**src/hw/rtl/htd_mul.sv**
```systemverilog
`timescale 1ns / 1ps
`default_nettype none
module htd_mul #(
   parameter int WA = 32,
   parameter int WB = 32
) (
   input  wire logic             clock,
   input  wire logic             en,
   input  wire logic [WA-1:0]    a,
   input  wire logic [WB-1:0]    b,
   output logic      [WA+WB-1:0] p
);

   localparam int LO = WB / 2;
   localparam int HI = WB - LO;

   logic [WA+LO-1:0] lo_ff, lo_in;
   logic [WA+HI-1:0] hi_ff, hi_in;

   // two partial products on the halves of b
   assign lo_in = (WA+LO)'(a) * (WA+LO)'(b[LO-1:0]);
   assign hi_in = (WA+HI)'(a) * (WA+HI)'(b[WB-1:LO]);

   always_ff @(posedge clock) begin
      if (en) begin
         lo_ff <= lo_in;
         hi_ff <= hi_in;
         p     <= (WA+WB)'(lo_ff) + ((WA+WB)'(hi_ff) << LO);
      end
   end

endmodule
`default_nettype wire

```
**config.mk**
```make
export PLATFORM = sky130hd
export DESIGN_NAME = htd_mul
export DESIGN_NICKNAME = d
export VERILOG_FILES = /design/src/hw/rtl/htd_mul.sv
export SDC_FILE = /design/constraint.sdc
export NUM_CORES = 2
export LEC_CHECK = 0
export ABC_AREA = 0
export ABC_CLOCK_PERIOD_IN_PS = 21100
export CORE_ASPECT_RATIO = 1.2
export CORE_MARGIN = 8
export CORE_UTILIZATION = 40
export CTS_BUF_LIST = sky130_fd_sc_hd__clkbuf_4 sky130_fd_sc_hd__clkbuf_8 sky130_fd_sc_hd__clkbuf_16
export DETAILED_ROUTE_END_ITERATION = 12
export DONT_BUFFER_PORTS = 1
export GPL_TIMING_DRIVEN = 0
export PLACE_DENSITY = 0.58
export SKIP_CTS_REPAIR_TIMING = 1
export SLEW_MARGIN = 40
export SYNTH_ARGS = -nofsm -noshare
export SYNTH_HDL_FRONTEND = slang
export SYNTH_SLANG_ARGS = --single-unit
```
**constraint.sdc**
```tcl
create_clock -name clock -period 21.1 [get_ports clock]
set_clock_uncertainty 0.2 [all_clocks]
set_input_delay 3.165 -clock clock [delete_from_list [all_inputs] [get_ports clock]]
set_output_delay 3.165 -clock clock [all_outputs]
set_load 0.05 [all_outputs]
```
==> flow_metrics.tcl <==
set metrics [dict create \
    path_max_fanout 10 \
    cts_tree "done" \
    min_period_ns 10.27 \
    grt_max_degree 161 \
    crit_type "primary input to flip-flop" \
    synth-compound-area-share 0.0670 \
    drtIter0Drc 2145 \
    setup-violations-final 0 \
    synth-simple-area-share 0.161 \
    setup_ws_ns 10.83 \
    worstHoldStart "lo_ff[5]" \
    route.detailed.wl_per_inst_um 22.3 \
    reg2reg_from "lo_ff[16]" \
    maxCapViolations 0 \
    start_kind "primary input" \
    synthTopCellsByCount "inv_1, fa_1, nand2_1" \
    synthTopCellsByArea "fa_1, edfxtp_1, ha_1, inv_1, and2_1" \
    start_util 0.401 \
    syn_avg_cell_area_um2 9.28 \
    yosys.area_share.adder 0.513 \
    synthMuxAreaShare 0 \
    drc 0 \
    yosysTopAreaCellShare 0.426 \
    path_cells "clkbuf_1 > nand2_1 > fa_1 > inv_1 > fa_1 > fa_1 > fa_1 > fa_1 > inv_1 > fa_1 > inv_1 > ha_1 > clkbuf_1 > nand3_1 > nor2_1 > nand4_1 > a211oi_1 > o21ai_1 > a211oi_1 > o21ai_1 > o21ai_1 > xnor2_1" \
    synth-xor-area-share 0.0294 \
    cts_buffer_depth 2 \
    dieWidth_um 302 \
    syn_area_mm2 0.0393 \
    antenna_found_initial 21 \
    hp-class "flip-flop to flip-flop" \
    grt_overflow 0 \
    synthArstFlopShare 0 \
    via_count 29243 \
    grt_pass1_vias 31610 \
    cp-end-kind "flip-flop" \
    max_freq_ghz 0.0974 \
    cp_slowest_cell "a211oi_1" \
    ys_seq_area_frac 0.122 \
    outcome "complete, no violations" \
    ys.flop_type "edfxtp_1" \
    rsz0062_at_grt "no" \
    cts_root_buf "clkbuf_16" \
    yosys_warnings 0 \
    timing.setup.tns_ns 0 \
    num_rows 126 \
    drt_first_pass_iters 5 \
    core-area_mm2 0.0979 \
    area_growth_syn_to_layout_pct 5.84 \
    worst_slew_pin_slew_ns 0.987 \
    critPathLaunch "a[13]" \
    ant_nets 0 \
    placed_area_mm2 0.0409 \
    syn_inst 4234 \
    yosysMostFrequentCell "inv_1" \
    drv_slew 0 \
    drt-total-wl_um 124000 \
    synth_nets 5409 \
    ios 130 \
    grt_pass1_wl_um 190000 \
    fin_crit_sh 0.487 \
    synth_top_family_by_area "adder cells" \
    required_ns 21.15 \
    globalplace.congestion 0.946 \
    cts_made_buffers 17 \
    grtUsageTotal 0.236 \
    hold_viol 0 \
    nets 5430 \
    dp.final_hpwl_um 105000 \
    avgViaCountPerCell 5.26 \
    slew_headroom 0.342 \
    synth_area_leader_cell "fa_1" \
    drive_gt1_frac 0.0162 \
    slowest_delay_ns 0.68 \
    dpl_worst_slack_ns 10.47 \
    final_area_mm2 0.0416 \
    cp.arrival_ns 10.32 \
    numPortBuffers 0 \
    synth.distinct_cells 63 \
    clkLatencyLatePin_ns 0.50 \
    htree_levels 4 \
    clk_pin_slew_ns 0.08 \
    die_h_um 359 \
    ys_ff_latch 160 \
    critPathMostFrequentCell "fa_1" \
    cts.sinks 160 \
    synth_edf_count 160 \
    die_area_mm2 0.109 \
]
==> sequential cells by signal, summed over array words and instances, names as in the netlist <==
name	cells
hi_ff	48
lo_ff	48
p	64
==> placed cells by master, fill, tap and decap left out, types with 11 or more instances in the layout <==
| cell type | synthesis | final |
|---|---|---|
| a211oi_1 | 18 | 18 |
| a21o_1 | 79 | 79 |
| a21oi_1 | 133 | 133 |
| a31oi_1 | 12 | 12 |
| and2_1 | 435 | 435 |
| and3_1 | 34 | 34 |
| clkbuf_1 | 229 | 207 |
| clkbuf_16 | 0 | 17 |
| clkbuf_2 | 0 | 22 |
| diode_2 | 0 | 15 |
| edfxtp_1 | 160 | 160 |
| fa_1 | 837 | 837 |
| ha_1 | 272 | 272 |
| inv_1 | 890 | 890 |
| nand2_1 | 673 | 673 |
| nand2b_1 | 15 | 15 |
| nand3_1 | 17 | 17 |
| nand4_1 | 24 | 24 |
| nor2_1 | 58 | 58 |
| nor2b_1 | 21 | 21 |
| nor3_1 | 11 | 11 |
| o21ai_0 | 42 | 42 |
| o21ai_1 | 27 | 27 |
| o21bai_1 | 20 | 20 |
| xnor2_1 | 86 | 86 |
| xor2_1 | 46 | 46 |
==> stage by stage <==
step | hold WS [ns] | std cells | util
after floorplan | 0.200 | 4234 | -
after global placement | 0.202 | 5514 | 0.418
after detailed placement | 0.205 | 5516 | 0.418
after CTS | 0.218 | 5548 | 0.424
after global routing | 0.217 | 5549 | 0.425
final | 0.215 | 5563 | 0.425
==> metal layers <==
layer,vias up,global-route usage,routed length (µm)
met4,2,0.152,9480
li1,12844,-,-
met3,347,0.0514,9690
met1,14888,0.274,45800
met2,1162,0.392,59100
met5,-,0,13
==> worst paths after layout <==
| path | endpoint | slack, ns | cells past startpoint |
|---|---|---|---|
| hold / removal | p[5] | 0.22 | 0 |
| hold reg to reg | p[5] | 0.22 | 0 |
| setup / recovery | hi_ff[47] | 10.83 | 22 |
| setup reg to reg | p[50] | 17.10 | 12 |
==> area by class of cell <==
cell class                      instances  area [µm²]
Antenna cell                           15        37.5
Buffer                                229         887
Clock buffer                           17         425
Clock inverter                         15         186
Fill cell                            9635       56300
Inverter                              890        3340
Multi-Input combinational cell       2955       30300
Sequential cell                       160        4800
Tap cell                             1280        1600
Timing Repair Buffer                    2        16.3
==> kinds of logic (layout without fill, tap and decap cells) <==
logic type,Yosys count,in the layout
AOI/OAI and AO/OA,404,404
xor gates and xnor gates,132,132
adders and majority gates,1109,1109
buffers and inverters,1119,1153
DFF,160,160
other,0,15
and+or+nand+nor,1310,1310
==> worst max-delay path: cells and delay by family <==
kind / cells / cell delay, ns
buffers and inverters: 5 / 1.08
AOI/OAI and AO/OA: 5 / 1.78
xor gates and xnor gates: 1 / 0.10
adders and majority gates: 7 / 3.35
and+or+nand+nor: 4 / 0.81
Power is not shown: default switching activity piles up to over one toggle a cycle in this logic, so the estimate is an artifact.
