**src/hw/rtl/htd_sqrt.sv**
```systemverilog
`timescale 1ns / 1ps
`default_nettype none
module htd_sqrt (
   input  wire logic        clock,
   input  wire logic        en,
   input  wire logic [63:0] rad,
   output logic      [31:0] root
);

   logic [63:0] rad_ff  [32];
   logic [33:0] rem_ff  [32];
   logic [31:0] root_ff [32];

   // one root bit per stage, two radicand bits in
   for (genvar i = 0; i < 32; i++) begin : g_stage
      logic [63:0] radi;
      logic [33:0] remi;
      logic [31:0] rooti;
      logic [35:0] r2, trial;
      logic        ge;
      if (i == 0) begin : g_first
         assign radi  = rad;
         assign remi  = '0;
         assign rooti = '0;
      end else begin : g_next
         assign radi  = rad_ff[i-1];
         assign remi  = rem_ff[i-1];
         assign rooti = root_ff[i-1];
      end
      assign r2    = {remi, radi[63:62]};
      assign trial = {2'b00, rooti, 2'b01};
      assign ge    = (r2 >= trial);
      always_ff @(posedge clock) begin
         if (en) begin
            rad_ff[i]  <= {radi[61:0], 2'b00};
            rem_ff[i]  <= ge ? 34'(r2 - trial) : r2[33:0];
            root_ff[i] <= {rooti[30:0], ge};
         end
      end
   end

   assign root = root_ff[31];

endmodule
`default_nettype wire

```
**config.mk**
```make
export PLATFORM = sky130hd
export DESIGN_NAME = htd_sqrt
export DESIGN_NICKNAME = d
export VERILOG_FILES = /design/src/hw/rtl/htd_sqrt.sv
export SDC_FILE = /design/constraint.sdc
export NUM_CORES = 2
export LEC_CHECK = 0
export BUFFER_PORTS_ARGS = -buffer_cell sky130_fd_sc_hd__buf_2
export CORE_UTILIZATION = 53
export CTS_CLUSTER_SIZE = 14
export DETAILED_ROUTE_END_ITERATION = 8
export HOLD_SLACK_MARGIN = 0.03
export PLACE_DENSITY_LB_ADDON = 0.05
export SYNTH_ARGS = -nofsm -noshare
export SYNTH_HDL_FRONTEND = slang
export SYNTH_MEMORY_MAX_BITS = 65536
export SYNTH_SLANG_ARGS = --single-unit
```
**constraint.sdc**
```tcl
create_clock -name clock -period 4.9 [get_ports clock]
set_clock_uncertainty 0.2 [all_clocks]
set_input_delay 0.98 -clock clock [delete_from_list [all_inputs] [get_ports clock]]
set_output_delay 0.98 -clock clock [all_outputs]
set_load 0.005 [all_outputs]
```
==> impl_results.rst <==
.. list-table::
   :header-rows: 1

   * - Metric
     - Value
   * - Vias per Instance
     - 5.64
   * - Multi-input gate area
     - 39200 um^2
   * - Worst setup EP type
     - register
   * - Fin. Hold Viols
     - 0
   * - CTS root buffer
     - clkbuf_16
   * - Met2 WL
     - 120000 um
   * - Hold Crit Class
     - in -> reg
   * - Portion of netlist area occupied by mux cells
     - 0.457%
   * - Area of placed instances
     - 123000 um^2
   * - Highest attainable clock frequency
     - 251 MHz
   * - Seq/Total Area, Yosys
     - 64.0%
   * - Mean routed wirelength per cell
     - 20.2 um
   * - Worst slew margin
     - 24.6%
   * - Startpoint kind of the worst setup timing path
     - register
   * - Floorplan die area
     - 225000 um^2
   * - Count of unresolved DRC violations after routing
     - 0
   * - Peak supply drop
     - 0.000343 V
   * - H-tree depth
     - 5
   * - First-pass GRT wire length
     - roughly 400000 um
   * - Total global routing track utilization
     - 22.8%
   * - Commonest non-fill, non-tap cells in the layout
     - 2523 x edfxtp_1, 718 x inv_1, 656 x nand2_1, 562 x ha_1, 557 x a21oi_1
   * - Post-route clock period utilization
     - between 80 and 90%
   * - Half-perimeter wire length of the detailed placement result
     - roughly 190000 um
   * - Most used flip-flop cell after synthesis
     - edfxtp_1
   * - TritonCTS clock tree
     - yes
   * - Synth Area in XOR/XNOR
     - 6.07%
   * - Clock buffer depth
     - 4
   * - Dominant cell type by area after synthesis
     - edfxtp_1
   * - Combined flip-flop and latch cell area
     - 75800 um^2
   * - Buffers inserted by post-CTS timing repair
     - 0
   * - Worst Path Required
     - 5.30 ns
   * - Row cnt
     - 173
   * - Number of ports placed on the die boundary
     - a little under 100
   * - Mapped Cells
     - 9258
   * - Initial core utilization
     - between 50% and 60%
   * - Share of the synthesized area in the top cell type
     - between 60% and 70%
   * - Wire length on met3
     - 10800 um
   * - Total CTS buffers
     - 287
   * - Share of async-settable or async-resettable flops after synthesis
     - 0%
   * - Data arrival time of the critical path
     - roughly 4.4 ns
   * - Total setup violations reported at the end of the flow
     - 0
   * - Share of layout cells above drive strength 1
     - ~7.6%
   * - Synthesized flop and latch total
     - 2523
   * - Count of yosys warnings during synthesis
     - 0
   * - NumNets Final
     - 10.3k
   * - DR top layer
     - met4
   * - Most frequent standard cell in the layout excluding fill and tap cells
     - edfxtp_1
   * - Setup TNS after final layout
     - 0 ns
   * - Post-Synth Simple-Gate Area
     - 10.3%
   * - Dominant combinational cell family by area after synthesis
     - simple AND/OR/NAND/NOR gates
   * - Fill count
     - 17.7k
   * - Largest cells by area after synthesis
     - edfxtp_1 64%, ha_1 5.9%, xor2_1 3.1%
   * - Vias in the first global route
     - 70.2k
   * - Latest clock arrival within the worst-skew pair
     - 0.94 ns
   * - Sink count of the clock tree
     - 2523
   * - CORE AREA
     - 222000 um^2
   * - Reg clk slew, reported paths
     - 0.06 ns
   * - Register-to-register setup slack
     - 0.91 ns
   * - Horizontal die dimension
     - roughly 470 um
   * - Final antenna-violating net count
     - 0
   * - Time the worst path needs with I/O delays and setup
     - 3.99 ns
   * - Synthesized area per cell
     - between 10 and 15 um^2
   * - Largest fanout on the critical path
     - 22
   * - Area fraction in compound gates after synthesis
     - 10.3%
   * - Number of max-capacitance violations reported
     - 0
   * - Outcome
     - finished clean
   * - Arithmetic-cell share of the synthesized area counting full adders, half adders and majority gates
     - 5.94%
   * - Total grt overflow
     - 0
   * - Met1 routed wirelength after detailed routing
     - between 100000 and 150000 um
   * - Routability cong.
     - 0.907
   * - Largest net degree at the start of global routing
     - between 100 and 150
   * - Post-synthesis cell type count
     - 101
   * - Count of port buffers added during placement
     - 97
   * - Power per standard cell area
     - roughly 470 nW/um^2
   * - Vertical die dimension
     - 475 um
   * - Worst Max-Slew Pin Slew
     - around 1.1 ns
   * - EDFF count, synth
     - 2523
   * - Total nets after synthesis
     - 9886
   * - Lkg Pwr
     - 0.0508 uW
   * - Via count
     - 72.2k
   * - Drt initial violations
     - 5544
   * - Cell area after synthesis
     - 118000 um^2
   * - Final Routed Wirelength
     - 258000 um
   * - Max-slew violation total from the final report
     - 0
   * - Synthesis-to-finish area growth
     - 11.6%
   * - Critical path class
     - reg -> reg
   * - Antenna violations before repair
     - 6
   * - Number of detailed-route iterations in the first pass
     - 6
   * - Post-route cell area
     - 132000 um^2
   * - Setup repair after global routing missed its margin
     - false
-- final timing paths --
kind / startpoint / to / cells after the start
max: rem_ff[13][0]$_DFFE_PP_ / rem_ff[14][14]$_DFFE_PP_ / 10
min: rad[9] / rad_ff[0][9]$_DFFE_PP_ / 1
max reg2reg: rem_ff[13][0]$_DFFE_PP_ / rem_ff[14][14]$_DFFE_PP_ / 10
min reg2reg: rad_ff[1][25]$_DFFE_PP_ / rad_ff[2][27]$_DFFE_PP_ / 0
-- registers in the layout (all words and copies together), names as in the netlist --
register and cells:
rem_ff 1003, rad_ff 992, root_ff 528
-- through the flow --
step / power [uW] / hold slack [ns] / setup slack, ns / util (%) / instances
finish: 61500 / 0.0949 / 0.910 / 59.5 / 12800
detailed placement: 42000 / 0.205 / 0.944 / 55.4 / 12300
CTS: 62100 / 0.0343 / 0.933 / 59.5 / 12800
global placement: 41900 / 0.200 / 0.951 / 55.4 / 12300
floorplan: 37800 / 0.200 / 1.55 / - / 9258
global route: 64600 / 0.0387 / 0.579 / 59.5 / 12800
-- logic make-up after synthesis --
| logic type | after synthesis |
|---|---|
| DFF | 2523 |
| muxes | 49 |
| AOI/OAI and AO/OA | 1939 |
| and+or+nand+nor | 2453 |
| other | 1 |
| buffers and inverters | 910 |
| xor gates and xnor gates | 821 |
| adders and majority gates | 562 |
-- worst max-delay path, cell delays in order, from the launching register on --
cell,delay (ns)
edfxtp_1,0.39
ha_1,0.37
nor2b_1,0.15
o21ai_0,0.26
a21oi_1,0.16
o41a_1,0.47
a21oi_1,0.28
o21bai_1,0.21
a211oi_4,0.77
buf_4,0.35
o21ai_0,0.11
-- per-layer routing --
layer	vias to the layer above	track usage, %
met3	470	2.89
met4	0	7.20
li1	35100	-
met2	1656	36.8
met5	-	0
met1	35000	32.2
-- power by group --
| group | leakage, uW | internal, uW | switching [uW] | total, uW |
|---|---|---|---|---|
| sequential | 0.0243 | 27300 | 1860 | 29100 |
| clock | 0.00416 | 11600 | 8250 | 19800 |
| combinational | 0.0224 | 5170 | 7420 | 12600 |
| total | 0.0508 | 44000 | 17500 | 61500 |
-- area by class of cell --
type / count / share of cell area [%]
Inverter: 725 / 2.06
Sequential cell: 2523 / 57.3
Antenna cell: 3 / 0.00568
Clock buffer: 350 / 5.66
Timing Repair Buffer: 265 / 1.62
Multi-Input combinational cell: 5825 / 29.7
Clock inverter: 132 / 0.825
Tap cell: 2975 / 2.82
-- synthesized netlist by cell type (27+ instances only) --
master	instances
a21boi_0	28
o211ai_1	36
edfxtp_1	2523
nor2b_1	88
nand3_1	169
nand3b_1	30
o21a_1	111
or2_2	61
and3_1	68
nor3_1	242
or3_1	85
nor2_1	545
a21oi_1	557
o21ai_1	27
nor4_1	121
o21ai_0	472
nand2_1	656
o21bai_1	43
xor2_1	425
a31oi_1	47
or4_1	43
a211oi_1	63
o31ai_1	80
nand2b_1	105
inv_1	718
and2_1	29
a21o_1	281
xnor2_1	396
mux2_2	40
nand4_1	111
ha_1	562
clkbuf_1	145
-- what timing repair did --
action                                 CTS  global route
endpoints found under the hold margin   56             0
resized for setup                        0             0
hold buffers                            56             0
No activity file was read; power rests on OpenSTA's default activity.
