==> src/hw/rtl/htd_pkg.sv <==
`timescale 1ns / 1ps
`default_nettype none
package htd_pkg;

   // default number of rotation stages
   localparam int CORDIC_STAGES_DEF = 16;

   // rotation datapath width (Q2.30 plus headroom)
   localparam int CW = 34;

   // gain-corrected start vector and quarter turn, Q2.30
   localparam logic [31:0] GAIN_Q30    = 32'd652032874;
   localparam logic [30:0] HALF_PI_Q30 = 31'd1686629713;

   // saturated result
   localparam logic [31:0] DIST_MAX = 32'hFFFF_FFFF;

   // divisor width and quotient width
   localparam int DW = 38;
   localparam int QW = 32;

   // arctangent of 2^-i, Q2.30
   function automatic logic [31:0] atan_q30(input int unsigned i);
      logic [31:0] r;
      case (i)
         0:  r = 32'd843314856;
         1:  r = 32'd497837829;
         2:  r = 32'd263043836;
         3:  r = 32'd133525158;
         4:  r = 32'd67021686;
         5:  r = 32'd33543515;
         6:  r = 32'd16775850;
         7:  r = 32'd8388437;
         8:  r = 32'd4194282;
         9:  r = 32'd2097149;
         10: r = 32'd1048575;
         11: r = 32'd524287;
         12: r = 32'd262143;
         13: r = 32'd131071;
         14: r = 32'd65535;
         15: r = 32'd32767;
         16: r = 32'd16383;
         17: r = 32'd8191;
         18: r = 32'd4095;
         19: r = 32'd2047;
         20: r = 32'd1023;
         21: r = 32'd511;
         22: r = 32'd255;
         23: r = 32'd127;
         24: r = 32'd63;
         25: r = 32'd31;
         26: r = 32'd15;
         27: r = 32'd8;
         28: r = 32'd4;
         29: r = 32'd2;
         30: r = 32'd1;
         default: r = 32'd0;
      endcase
      return r;
   endfunction

endpackage
`default_nettype wire

==> src/hw/rtl/htd_cordic.sv <==
`timescale 1ns / 1ps
`default_nettype none
module htd_cordic import htd_pkg::*; #(
   parameter int STAGES = CORDIC_STAGES_DEF
) (
   input  wire logic               clock,
   input  wire logic               en,
   input  wire logic [30:0]        theta,
   input  wire logic [1:0]         quad,
   output logic      signed [31:0] cos_out,
   output logic      signed [31:0] sin_out
);

   typedef enum logic [1:0] {QUAD_I, QUAD_II, QUAD_III, QUAD_IV} quad_type;

   logic signed [CW-1:0] x_ff [STAGES];
   logic signed [CW-1:0] y_ff [STAGES];
   logic signed [CW-1:0] z_ff [STAGES];
   logic        [1:0]    q_ff [STAGES];

   // one micro-rotation per stage
   for (genvar i = 0; i < STAGES; i++) begin : g_stage
      logic signed [CW-1:0] xi, yi, zi, dx, dy, at;
      logic        [1:0]    qi;
      if (i == 0) begin : g_first
         assign xi = CW'(GAIN_Q30);
         assign yi = '0;
         assign zi = signed'({3'b000, theta});
         assign qi = quad;
      end else begin : g_next
         assign xi = x_ff[i-1];
         assign yi = y_ff[i-1];
         assign zi = z_ff[i-1];
         assign qi = q_ff[i-1];
      end
      assign dx = yi >>> i;
      assign dy = xi >>> i;
      assign at = signed'({2'b00, atan_q30(i)});
      always_ff @(posedge clock) begin
         if (en) begin
            q_ff[i] <= qi;
            if (!zi[CW-1]) begin
               x_ff[i] <= xi - dx;
               y_ff[i] <= yi + dy;
               z_ff[i] <= zi - at;
            end else begin
               x_ff[i] <= xi + dx;
               y_ff[i] <= yi - dy;
               z_ff[i] <= zi + at;
            end
         end
      end
   end

   logic signed [CW-1:0] xl, yl, cos_in, sin_in;
   assign xl = x_ff[STAGES-1];
   assign yl = y_ff[STAGES-1];

   // quadrant fold
   always_comb begin
      unique case (quad_type'(q_ff[STAGES-1]))
         QUAD_I:   begin cos_in = xl;  sin_in = yl;  end
         QUAD_II:  begin cos_in = -yl; sin_in = xl;  end
         QUAD_III: begin cos_in = -xl; sin_in = -yl; end
         QUAD_IV:  begin cos_in = yl;  sin_in = -xl; end
         default:  begin cos_in = xl;  sin_in = yl;  end
      endcase
   end

   always_ff @(posedge clock) begin
      if (en) begin
         cos_out <= cos_in[31:0];
         sin_out <= sin_in[31:0];
      end
   end

endmodule
`default_nettype wire

==> config.mk <==
export PLATFORM = sky130hd
export DESIGN_NAME = htd_cordic
export DESIGN_NICKNAME = d
export VERILOG_FILES = /design/src/hw/rtl/htd_pkg.sv /design/src/hw/rtl/htd_cordic.sv
export SDC_FILE = /design/constraint.sdc
export NUM_CORES = 2
export LEC_CHECK = 0
export BUFFER_PORTS_ARGS = -buffer_cell sky130_fd_sc_hd__buf_4
export CORE_MARGIN = 1.5
export CORE_UTILIZATION = 50
export DETAILED_ROUTE_END_ITERATION = 7
export PLACE_DENSITY = 0.65
export SYNTH_ARGS = -nofsm -noshare
export SYNTH_HDL_FRONTEND = slang
export SYNTH_SLANG_ARGS = --single-unit
==> constraint.sdc <==
create_clock -name clock -period 10.65 [get_ports clock]
set_clock_uncertainty 0.1 [all_clocks]
set_input_delay 2.13 -clock clock [delete_from_list [all_inputs] [get_ports clock]]
set_output_delay 2.13 -clock clock [all_outputs]
set_load 0.03 [all_outputs]
==> results.json <==
{
  "status": "finished, final reports clean",
  "report.final.setup_viol": 0,
  "seq_area_um2": 45610,
  "period_share": 0.6991,
  "worst_setup_path_end_kind": "register",
  "dp_slack_ns": 2.564,
  "slowest_delay_ns": 0.85,
  "htreeDepth": 4,
  "grt_antenna_before_repair": 6,
  "max-cap-violations": 0,
  "finalMaxSlewViolations": 0,
  "path_cells": "buf_16 > nand2_2 > buf_4 > clkinv_1 > nor2_1 > xor2_1 > ha_1 > a21oi_1 > o21ai_0 > a21oi_1 > o21ai_1 > a221o_1 > a211oi_1 > o21ai_1 > a221oi_1 > o21bai_1 > xnor2_1",
  "reg2reg_depth": 16,
  "start_util": 0.5030,
  "cts_buffers": 180,
  "insertion_delay_ns": 0.84,
  "cts_resized": 0,
  "cp-start-kind": "input port",
  "synth_edf_count": 1519,
  "drive_above_1_share": 0.04572,
  "root_buffer": "clkbuf_16",
  "cts.path.max_buffers": 3,
  "worst_slack_ns": 3.205,
  "arrival_ns": 7.93,
  "path_class": "input port to register",
  "required_ns": 11.14,
  "grt_use_total": 0.2466,
  "dp.cells": 16190,
  "yosys_register_bits": 1519,
  "dp_hpwl_mm": 250.0,
  "worst_pin_slew_ns": 1.191,
  "netlist_area_um2": 125100,
  "yosys-top-cells-count": "1519 x edfxtp_1, 1358 x ha_1, 1340 x a21oi_1",
  "synthMuxAreaShare": 0.008923,
  "vias_per_cell": 5.918,
  "dieHeight_um": 503.2,
  "seq_area_frac_synth": 0.3647,
  "num_vias": 97770,
  "relSlewSlack": 0.2012,
  "hold_path.class": "register to register",
  "ys_types": 100,
  "place_congestion": 0.9483,
  "rows": 183,
  "post_drt_wl_per_cell_um": 19.30,
  "portBuffers": 98,
  "synth_fa_ha_area_frac": 0.1419,
  "drt_iter0_markers": 7333,
  "syn_area_per_cell_um2": 9.669,
  "synth_compound_area_frac": 0.2004,
  "netlist_instances": 12940,
  "synth_most_common_cell": "edfxtp_1",
  "synth_simple_gate_area_frac": 0.1294,
  "rsz0062_at_grt": "false",
  "hold_depth": 0,
  "synth_top_family_by_area": "compound AO/OA/AOI/OAI gates",
  "wl_mm": 318.9,
  "synth.top_cell.area_share": 0.3647,
  "yosysWarnings": 0,
  "core_region_area_um2": 248700,
  "cts-hold-fix-buffers": 0,
  "cts.sinks": 1519,
  "post_cts_buffers": 0,
  "io_pins": 99,
  "final_nets": 14480,
  "fmax_mhz": 134.3,
  "min_period_ns": 7.445,
  "final_cells": 16520,
  "fillers": 22040,
  "yosys.area_share.xor_xnor": 0.1321,
  "synth_top_area_cell": "edfxtp_1",
  "die_w_um": 503.2,
  "path_max_fanout": 114,
  "dr.pass1.iters": 7,
  "critical-path-slowest-cell": "clkinv_1",
  "multi_input_area_um2": 76650,
  "grt_pass1_vias": 94160,
  "cts_tree": "done",
  "areaGrowthSynthToFinish_pct": 8.475,
  "grt_max_degree": 184,
  "synth_area_leaders": "edfxtp_1 36%, ha_1 14%, xnor2_1 8.9%",
  "die_area_um2": 253200,
  "ys_async_sr_fraction": 0,
  "path_clk_slew_ns": 0.06,
  "syn_nets": 14370,
  "hold_violations": 0,
  "ant_nets": 0,
  "overflow": 0,
  "synthFlopType": "edfxtp_1",
  "whs_ns": 0.3164,
  "fin_tns_setup_ns": 0,
  "remaining_drc_errors": 0,
  "grt_pass1_wl_mm": 507.8
}
sequential cells by signal (all words and copies together) (netlist names):
signal	count
cos_out	32
z_ff	475
q_ff	32
x_ff	473
y_ff	475
sin_out	32
logic make-up (layout without fill, tap and decap cells):
group,after synthesis,after routing
compound gates,3965,3965
simple gates,3318,3318
xor+xnor,1885,1885
flops,1519,1519
fa+ha+maj,1396,1396
buf+inv,750,1004
mux,103,103
other cells,0,2
area by class of cell:
| cell class | count | area share |
|---|---|---|
| Tap cell | 3330 | 0.03071 |
| Antenna cell | 2 | 0.00003689 |
| Timing Repair Buffer | 158 | 0.009166 |
| Sequential cell | 1519 | 0.3362 |
| Clock inverter | 116 | 0.01013 |
| Inverter | 519 | 0.01436 |
| Clock buffer | 211 | 0.03453 |
| Multi-Input combinational cell | 10670 | 0.5649 |
critical path, delay by kind of cell:
kind | cells | cell delay [ns]
adders and majority gates | 1 | 0.28
AOI/OAI and AO/OA | 9 | 2.54
xor gates and xnor gates | 2 | 0.31
and+or+nand+nor | 2 | 0.87
buffers and inverters | 3 | 1.49
placed cells by master (no fill, tap or decap), types with 31 or more instances in the layout:
cell	n
xor2_1	614
a211o_1	33
or2_2	40
a21oi_1	1340
nor2b_1	234
nand4_1	91
ha_1	1358
or3_1	82
and4_1	35
nor3_1	286
nand3_1	219
a211oi_1	121
o21a_1	180
nor4_1	63
nand2_1	775
and3_1	120
or4_1	41
clkbuf_16	183
o211ai_1	49
xnor2_1	1270
edfxtp_1	1519
o21ai_1	87
o21bai_1	156
buf_4	154
o21ai_0	629
mux2_2	48
o41ai_1	50
o31ai_1	167
fa_1	38
a31oi_1	139
nand2b_1	226
a21o_1	660
nor3b_1	31
mux2i_1	53
and2_1	55
nor2_1	940
clkinv_1	34
inv_1	507
stage by stage:
step / utilization / cell area [um^2]
2_1_floorplan: - / 125100
3_3_place_gp: 0.5213 / 129600
3_5_place_dp: 0.5213 / 129600
4_1_cts: 0.5456 / 135700
5_1_grt: 0.5456 / 135700
6_report: 0.5456 / 135700
path summary, 6_finish.rpt:
kind	end	slack [ns]	start
worst max-delay path	x_ff[0][203]	3.20	en
worst min-delay path	q_ff[0][5]	0.32	q_ff[0][3]
worst max register to register	x_ff[0][203]	4.73	z_ff[0][169]
worst min register to register	q_ff[0][5]	0.32	q_ff[0][3]
layer usage:
layer,vias to the layer above,global-route usage,wire length [um]
li1,48290,-,-
met1,46380,0.3226,141400
met2,2542,0.4226,151400
met3,555,0.02860,15420
met4,2,0.08108,10660
met5,-,0,7
Power is not shown: default switching activity piles up to over one toggle a cycle in this logic, so the estimate is an artifact.
